**src/hdl/swh_pkg.sv**
```systemverilog
// Shared types and constants for the spike word histogram unit.
// No dependencies; every other file takes names from here, by scope or by import.
package swh_pkg;

  localparam int MAX_WORD_BITS_DEF = 10;
  localparam int COUNT_WIDTH_DEF   = 32;

  localparam int ADDR_W     = 4;
  localparam int DATA_W     = 32;
  localparam int SAMPLE_W   = 16;
  localparam int BIN_LEN_W  = 16;
  localparam int WORD_LEN_W = 4;
  localparam int OUT_WORD_W = 10;
  localparam int BIN_IDX_W  = 10;
  localparam int OUT_CNT_W  = 32;

  localparam logic [1:0] REG_UP_THR   = 2'd0;
  localparam logic [1:0] REG_DOWN_THR = 2'd1;
  localparam logic [1:0] REG_BIN_LEN  = 2'd2;
  localparam logic [1:0] REG_WORD_LEN = 2'd3;

  localparam logic CMD_SAMPLE = 1'b0;
  localparam logic CMD_READ   = 1'b1;

  localparam logic signed [SAMPLE_W-1:0] UP_THR_RST   = 16'sd0;
  localparam logic signed [SAMPLE_W-1:0] DOWN_THR_RST = -16'sd100;
  localparam logic [BIN_LEN_W-1:0]       BIN_LEN_RST  = 16'd20;
  localparam logic [WORD_LEN_W-1:0]      WORD_LEN_RST = 4'd8;

  typedef struct packed {
    logic signed [SAMPLE_W-1:0] up_thr;
    logic signed [SAMPLE_W-1:0] down_thr;
    logic [BIN_LEN_W-1:0]       bin_len;
    logic [WORD_LEN_W-1:0]      word_len;
  } cfg_t;

  typedef struct packed {
    logic rd;
    logic close;
  } item_ctl_t;

endpackage

```
**src/hdl/swh_cfg.sv**
```systemverilog
// APB-style register file: thresholds, bin length and word length.
// Depends on swh_pkg for register indexes, reset values and cfg_t.
module swh_cfg (
  input  logic                       clk,
  input  logic                       rst_n,
  input  logic                       psel,
  input  logic                       penable,
  input  logic                       pwrite,
  input  logic [swh_pkg::ADDR_W-1:0] paddr,
  input  logic [swh_pkg::DATA_W-1:0] pwdata,
  output logic [swh_pkg::DATA_W-1:0] prdata,
  output logic                       pready,
  output swh_pkg::cfg_t              cfg
);

  swh_pkg::cfg_t cfg_r;
  logic          wr_en;
  logic [1:0]    reg_idx;

  assign pready  = 1'b1;
  assign wr_en   = psel & penable & pwrite;
  assign reg_idx = paddr[3:2];
  assign cfg     = cfg_r;

  always_ff @(posedge clk) begin
    if (!rst_n) begin
      cfg_r.up_thr   <= swh_pkg::UP_THR_RST;
      cfg_r.down_thr <= swh_pkg::DOWN_THR_RST;
      cfg_r.bin_len  <= swh_pkg::BIN_LEN_RST;
      cfg_r.word_len <= swh_pkg::WORD_LEN_RST;
    end else if (wr_en) begin
      case (reg_idx)
        swh_pkg::REG_UP_THR:   cfg_r.up_thr   <= pwdata[15:0];
        swh_pkg::REG_DOWN_THR: cfg_r.down_thr <= pwdata[15:0];
        swh_pkg::REG_BIN_LEN:  cfg_r.bin_len  <= pwdata[15:0];
        swh_pkg::REG_WORD_LEN: cfg_r.word_len <= pwdata[3:0];
        default: ;
      endcase
    end
  end

  always_comb begin
    case (reg_idx)
      swh_pkg::REG_UP_THR:   prdata = {{16{cfg_r.up_thr[15]}}, cfg_r.up_thr};
      swh_pkg::REG_DOWN_THR: prdata = {{16{cfg_r.down_thr[15]}}, cfg_r.down_thr};
      swh_pkg::REG_BIN_LEN:  prdata = {16'd0, cfg_r.bin_len};
      swh_pkg::REG_WORD_LEN: prdata = {28'd0, cfg_r.word_len};
      default:               prdata = '0;
    endcase
  end

endmodule

```
**config.mk**
```make
export PLATFORM = sky130hd
export DESIGN_NAME = swh_cfg
export DESIGN_NICKNAME = d
export VERILOG_FILES = /design/src/hdl/swh_pkg.sv /design/src/hdl/swh_cfg.sv
export SDC_FILE = /design/constraint.sdc
export NUM_CORES = 1
export LEC_CHECK = 0
export BUFFER_PORTS_ARGS = -buffer_cell sky130_fd_sc_hd__buf_2
export CAP_MARGIN = 20
export CELL_PAD_IN_SITES_DETAIL_PLACEMENT = 1
export CELL_PAD_IN_SITES_GLOBAL_PLACEMENT = 2
export CORE_UTILIZATION = 25
export DETAILED_ROUTE_END_ITERATION = 7
export GPL_ROUTABILITY_DRIVEN = 0
export PLACE_DENSITY = 0.87
export SYNTH_ARGS = -nofsm -noshare
export SYNTH_HDL_FRONTEND = slang
export SYNTH_SLANG_ARGS = --single-unit
export TNS_END_PERCENT = 1
```
**constraint.sdc**
```tcl
create_clock -name clk -period 2.85 [get_ports clk]
set_input_delay 0.285 -clock clk [delete_from_list [all_inputs] [get_ports clk]]
set_output_delay 0.285 -clock clk [all_outputs]
set_load 0.02 [all_outputs]
```
### After elaboration in Yosys (flattened, before gate mapping)

Cells that the tools add are included.

| word-level totals | value |
|---|---|
| register bits | 52 |
| output and inout port bits | 85 |
| logic and storage cells | 15 |

| cells by class | value |
|---|---|
| eq/ne operators | 3 |
| mux-type cells | 1 |
| bitwise gates (word level) | 2 |
| reductions and logical operators | 5 |

Operator list:

| operator | count |
|---|---|
| 32-bit one-hot mux with 4 select lines | 1 |
| 2-bit AND reduction | 4 |
| 2-bit equality test (second input constant) | 2 |
| 1-bit bitwise AND | 2 |
| 2-bit by 1-bit equality test with 1-bit output (second input constant) | 1 |
| 2-bit zero test | 1 |

### Longest topological paths before layout

Gate-level depths: netlist of run 1.

| logic depth | value |
|---|---|
| word-level depth | 3 |
| gate-level depth with buffers | 5 |
| gate-level depth less buffers | 3 |

### Worst setup path before layout of run 1

Ideal clock, no wire load.

| timing | value |
|---|---|
| path type | input -> output |
| start point | input port paddr[3] (netlist bit) |
| end point | output port prdata[17] (netlist bit) |
| data arrival time | 1,681 ps |
| required time | 2,565 ps |
| slack | 884 ps |
| stages on the path | 4 |
| cells stage by stage | buf_6 > clkbuf_1 > nor2_1 > buf_4 |

| between the ends | value |
|---|---|
| longest elaborated chain between the ends | 2 |
| elaborated cells between the ends (all ways) | 5 |
| classes of those cells | 3 x eq/ne; 1 x mux; 1 x reduce/logical |

RTL lines:

| element | line | source |
|---|---|---|
| from (decl) | swh_cfg.sv:9 | `input logic [swh_pkg::ADDR_W-1:0] paddr,` |
| 2-bit equality test (tied with other cells) | swh_cfg.sv:43 | `case (reg_idx)` |
| 32-bit one-hot mux with 4 select lines (*) | swh_cfg.sv:43 |  |
| to (decl) | swh_cfg.sv:11 | `output logic [swh_pkg::DATA_W-1:0] prdata,` |

Every way passes the cells marked *; elsewhere a longest branch is shown, timed or not.

### Worst setup path after layout of run 1

| timing | value |
|---|---|
| start point | input port paddr[2] (netlist bit) |
| end point | output port prdata[15] (netlist bit) |

Same word-level chain as after synthesis.

==> results of run 1 <==
[final cells by class]
type / instances / area [um2]
Clock buffer: 6 / 72.6
Clock inverter: 1 / 5.00
Fill cell: 1200 / 6620
Inverter: 10 / 37.5
Multi-Input combinational cell: 172 / 1190
Sequential cell: 52 / 1040
Tap cell: 133 / 166
Timing Repair Buffer: 114 / 603
[layout by cell type (no fill, tap or decap), types with 4 or more instances in the layout]
cell | Yosys | layout
nor2b_1 | 10 | 10
mux2i_1 | 55 | 55
nand2_1 | 64 | 64
o311ai_0 | 8 | 8
inv_1 | 10 | 10
mux4_2 | 4 | 4
clkbuf_8 | 0 | 5
o21ai_0 | 20 | 20
buf_2 | 2 | 106
buf_4 | 16 | 7
dfxtp_1 | 52 | 52
[final timing paths]
check             cells past startpoint          to  slack [ps]
setup / recovery                      5  prdata[15]         920
hold / removal                        3     cfg[40]         240
setup reg to reg                      2     cfg[31]        2140
hold reg to reg                       2     cfg[50]         470
[cells in the mapped netlist, types with 2 or more instances]
cell      count
buf_6         3
dfxtp_1      52
mux4_2        4
buf_4        16
buf_2         2
inv_1        10
clkbuf_1     15
nand2_1      64
mux2i_1      55
o311ai_0      8
o21ai_0      20
nor2b_1      10
[per-layer routing]
metal	vias up	GRT usage	part of all wire
li1	1063	-	-
met1	1037	0.170	0.44
met2	58	0.251	0.50
met3	5	0.0308	0.047
met4	0	0.0297	0.0060
met5	-	0	0
[worst register-to-register path, delay by kind of cell (launching register included)]
kind           cells  cell delay (ps)
AO/OA/AOI/OAI      2              230
flip-flops         1              340
[metrics by stage]
step	instances	instance area [um2]	hold WS [ps]	util	setup slack, ps
after detailed placement	481	3040	468	0.312	864
after global placement	481	3040	455	0.312	935
final	488	3110	238	0.320	922
after CTS	488	3110	227	0.320	852
after global routing	488	3110	239	0.320	712
after floorplan	271	2510	424	-	884
[power groups by stage]
stage                     registers (mW)  clock network [mW]  logic (mW)
after floorplan                    0.773                   0       0.139
after global placement             0.761                   0       0.207
after detailed placement           0.762                   0       0.211
after CTS                          0.745               0.423       0.212
after global routing               0.747               0.446       0.228
final                              0.745               0.398       0.208
[cell families (layout without fill, tap and decap cells)]
kind of cell,count (synthesis),in the layout
muxes,59,59
AOI/OAI and AO/OA,30,30
and+or+nand+nor,82,82
buffers and inverters,47,131
DFF,52,52
other,1,1
==> out/results.txt, run 1 <==
Final count of hold timing violations - 0
Synth top area cells - dfxtp_1, mux2i_1, nand2_1
Run status - completed
Synth Flop Type - dfxtp_1
Syn_area_per_cell - 9.25 um2
Sequential power share - 0.551
Setup TNS - 0 ps
Worst hold start - pwdata[4]
Sequential area share after synthesis - 0.415
Hold buffers post-CTS - 0
Largest net degree at the start of global routing - 72
P_sw - 0.372 mW
Buf/Inv on CP - 2
Core box area - 9730 um2
Die X-Extent - 102 um
Residual DRC - 0
Worst endpoint data arrival time - 1640 ps
Leak - 1.58 nW
Crit-path leading delay family - simple AND/OR/NAND/NOR gates
Clock power frac - 0.295
Yosys top cell area share - 0.415
Slew HR - 0.525
Worst-Margin Slew - 710 ps
Yosys cell types - 24
Ys Warns - 0
Max Clk Rate - 0.519 GHz
Crit-path max cell delay - 560 ps
Final wirelength - 7.19 mm
Fraction of layout instances using a drive strength above 1 - 0.361
Sw frac - 0.275
Yosys top cell by area - dfxtp_1
Fin. max-slew vios - 0
Clock Tree Root - clkbuf_8
Clk_skew - 0 ps
Overall fraction of global-route tracks in use - 0.140
Die Span Y - 102 um
Pwr per Cell Area - 434 nW/um2
Crit. Startpoint - paddr[2]
Synthesized cell area - 2510 um2
Number of max-cap violations - 0
Initial antenna violation count - 0
Post-synth EDFFs - 0
Row count - 36
Layout Nets - 396
IO Pins - 126
CTS clock-pin slew for the worst setup and hold paths - 90 ps
Critical path, cell by cell - buf_2 -> mux2i_1 -> nor2_1 -> a21o_1 -> buf_2
Seq cells post-synth - 52
CP endpoint kind - primary output
Vias - 2163
P_int - 0.978 mW
Postcts setup bufs - 0
Crit path launch type - input pin
Final min period - 1930 ps
Syn nets - 312
Total grt overflow - 0
Starting Density - 0.258
Max Buffers Root-to-Sink - 2
Max VDD drop - 0.201 mV
Number of CTS-inserted buffers - 5
Syn Inst Count - 271
DRT iter0 DRCs - 31
Mux cell area share after synthesis - 0.255
TritonCTS Sinks - 52
Crit Path Class - input pin to primary output
Number of flip-flops in the largest register - 52
Total Power - 1.35 mW
R2r startpoint - cfg[31]
Worst Path Required - 2570 ps
Drt pass-1 iters - 3
First-pass GRT wire length - 11.0 mm
Drt via density - 4.43
Hold Crit Class - input pin to flip-flop
Logic pwr share - 0.154
Simple-gate share of the synthesized area - 0.143
TritonCTS clock tree - done
Die area - 10400 um2
ANT nets after route - 0
Clock Latency Late Sink - 290 ps
WL/cell - 14.7 um
Diode count - 0
Depth of the CTS H-tree - 2
Vias in the first global route - 2102
Post-CTS resize count - 0
Synth Area in Compound Gates - 0.0744
Crit path max fanout - 17
Input/output buffers - 106
RSZ-0062 raised after global routing - false
Period Utilization, post-route - 0.676
Main combinational cell family by area after synthesis - multiplexers
Detailed Place HPWL - 5.22 mm
Synth Area in XOR/XNOR - 0
Async S/R FF share, synth - 0
Final setup viols - 0
CP dominant cell by count - buf_2
Area Growth Syn to Fin - 24.2%
Synth Area in Adders - 0
Crit path max-delay cell type - nor2_1
Note: power is estimated with default switching activity, not from simulation.
==> run 2: changes to the inputs <==
- clock period: 2.85 -> 1.78 ns (I/O delays scaled with it)
==> run 2 against run 1 <==
  * Hold slack got worse by 110 ps
  * Sequential power up 60%
  * Sequential cell count unchanged
  * Critical path type is now flip-flop to primary output
  * Critical path depth shrank 1
==> out/results.txt, run 2 (synthesis results as in run 1) <==
Run status - completed
CP endpoint kind - primary output
Crit path max fanout - 17
Number of max-cap violations - 0
Util after Layout - 0.328
First-pass GRT wire length - 10.7 mm
ANT nets after route - 0
Clock Latency Late Sink - 300 ps
Total grt overflow - 0
Layout Nets - 400
Diode count - 0
Reg-to-reg slack, setup - 1090 ps
Hold buffers post-CTS - 0
CTS clock-pin slew for the worst setup and hold paths - 100 ps
Max Clk Rate - 0.629 GHz
Number of flip-flops in the largest register - 52
Leak - 1.63 nW
Residual DRC - 0
Overall fraction of global-route tracks in use - 0.135
Input/output buffers - 106
RSZ-0062 raised after global routing - false
Row count - 36
Worst-Margin Slew - 564 ps
Fraction of layout instances using a drive strength above 1 - 0.375
Worst setup margin - 191 ps
Final setup viols - 0
Drt via density - 4.41
Final count of hold timing violations - 0
Starting Density - 0.258
Die X-Extent - 102 um
Core box area - 9730 um2
Crit path launch type - flip-flop
Largest net degree at the start of global routing - 72
Final wirelength - 6.99 mm
Max VDD drop - 0.306 mV
Final min period - 1590 ps
Worst endpoint data arrival time - 1410 ps
TritonCTS Sinks - 52
Most common library cell in the layout ignoring fill and taps - buf_2
Depth of the CTS H-tree - 2
Slew HR - 0.624
TritonCTS clock tree - done
Max Buffers Root-to-Sink - 2
Vias - 2173
Hold Crit Class - input pin to flip-flop
Worst Path Required - 1600 ps
Finished Cell Area - 3200 um2
Die area - 10400 um2
Placed inst area - 3070 um2
Postcts setup bufs - 0
Number of CTS-inserted buffers - 5
Dpl ws - 107 ps
WL/cell - 14.2 um
Die Span Y - 102 um
Drt pass-1 iters - 4
Vias in the first global route - 2090
DRT iter0 DRCs - 50
Clock Tree Root - clkbuf_8
IO Pins - 126
Setup TNS - 0 ps
Clk_skew - 0 ps
Period Utilization, post-route - 0.893
Post-CTS resize count - 0
Initial antenna violation count - 0
Detailed Place HPWL - 5.14 mm
Crit Path Class - flip-flop to primary output
Most frequent cells in the layout - buf_2, nand2_1, mux2i_1
Fin. max-slew vios - 0
Area Growth Syn to Fin - 27.4%
Pwr per Cell Area - 757 nW/um2
-- run 2: changes by cell type in the layout (fill, tap and decap cells not counted) --
cell,change
clkbuf_8,+2
nor2_2,+1
clkinv_2,-1
buf_4,+4
nor2_1,-1
bufinv_16,+1
clkbuf_1,-1
-- run 2: per-stage QoR --
stage               hold slack [ps]  std cells  power, mW
floorplan                       317        271       1.46
global placement                440        485       1.55
detailed placement              453        485       1.56
CTS                             119        493       2.46
global route                    147        493       2.53
finish                          128        493       2.42
-- run 2: power by group --
part / total (mW) / leakage (nW) / internal [mW] / switching, mW
sequential: 1.19 / 0.421 / 1.18 / 0.0130
combinational: 0.336 / 1.14 / 0.122 / 0.214
clock: 0.890 / 0.0645 / 0.497 / 0.393
total: 2.42 / 1.63 / 1.80 / 0.620
-- run 2: routing by layer --
layer	GRT usage	wire, um	up-vias
li1	-	-	1070
met1	0.159	3030	1042
met2	0.250	3640	57
met3	0.0260	295	4
met4	0.0319	25	0
met5	0	0	-
-- run 2: layout make-up --
| type | count | area (um2) |
|---|---|---|
| clock buffer | 7 | 96.3 |
| tap | 133 | 166 |
| fill | 1206 | 6530 |
| multi-input combinational | 172 | 1190 |
| inverter | 10 | 37.5 |
| clock inverter | 1 | 30.0 |
| sequential | 52 | 1040 |
| timing repair buffer | 118 | 633 |
-- run 2: final timing paths --
path | start | to | depth (start not counted)
worst max register to register | cfg[31] | cfg[31] | 2
worst min register to register | cfg[18] | cfg[18] | 2
worst max-delay path | cfg[35] | prdata[15] | 4
worst min-delay path | pwdata[4] | cfg[40] | 3
-- run 2: critical path, cell delays in order (launching register included) --
cell	delay [ps]
dfxtp_1	370
mux2i_1	100
nor2_2	370
a21o_1	130
buf_2	150
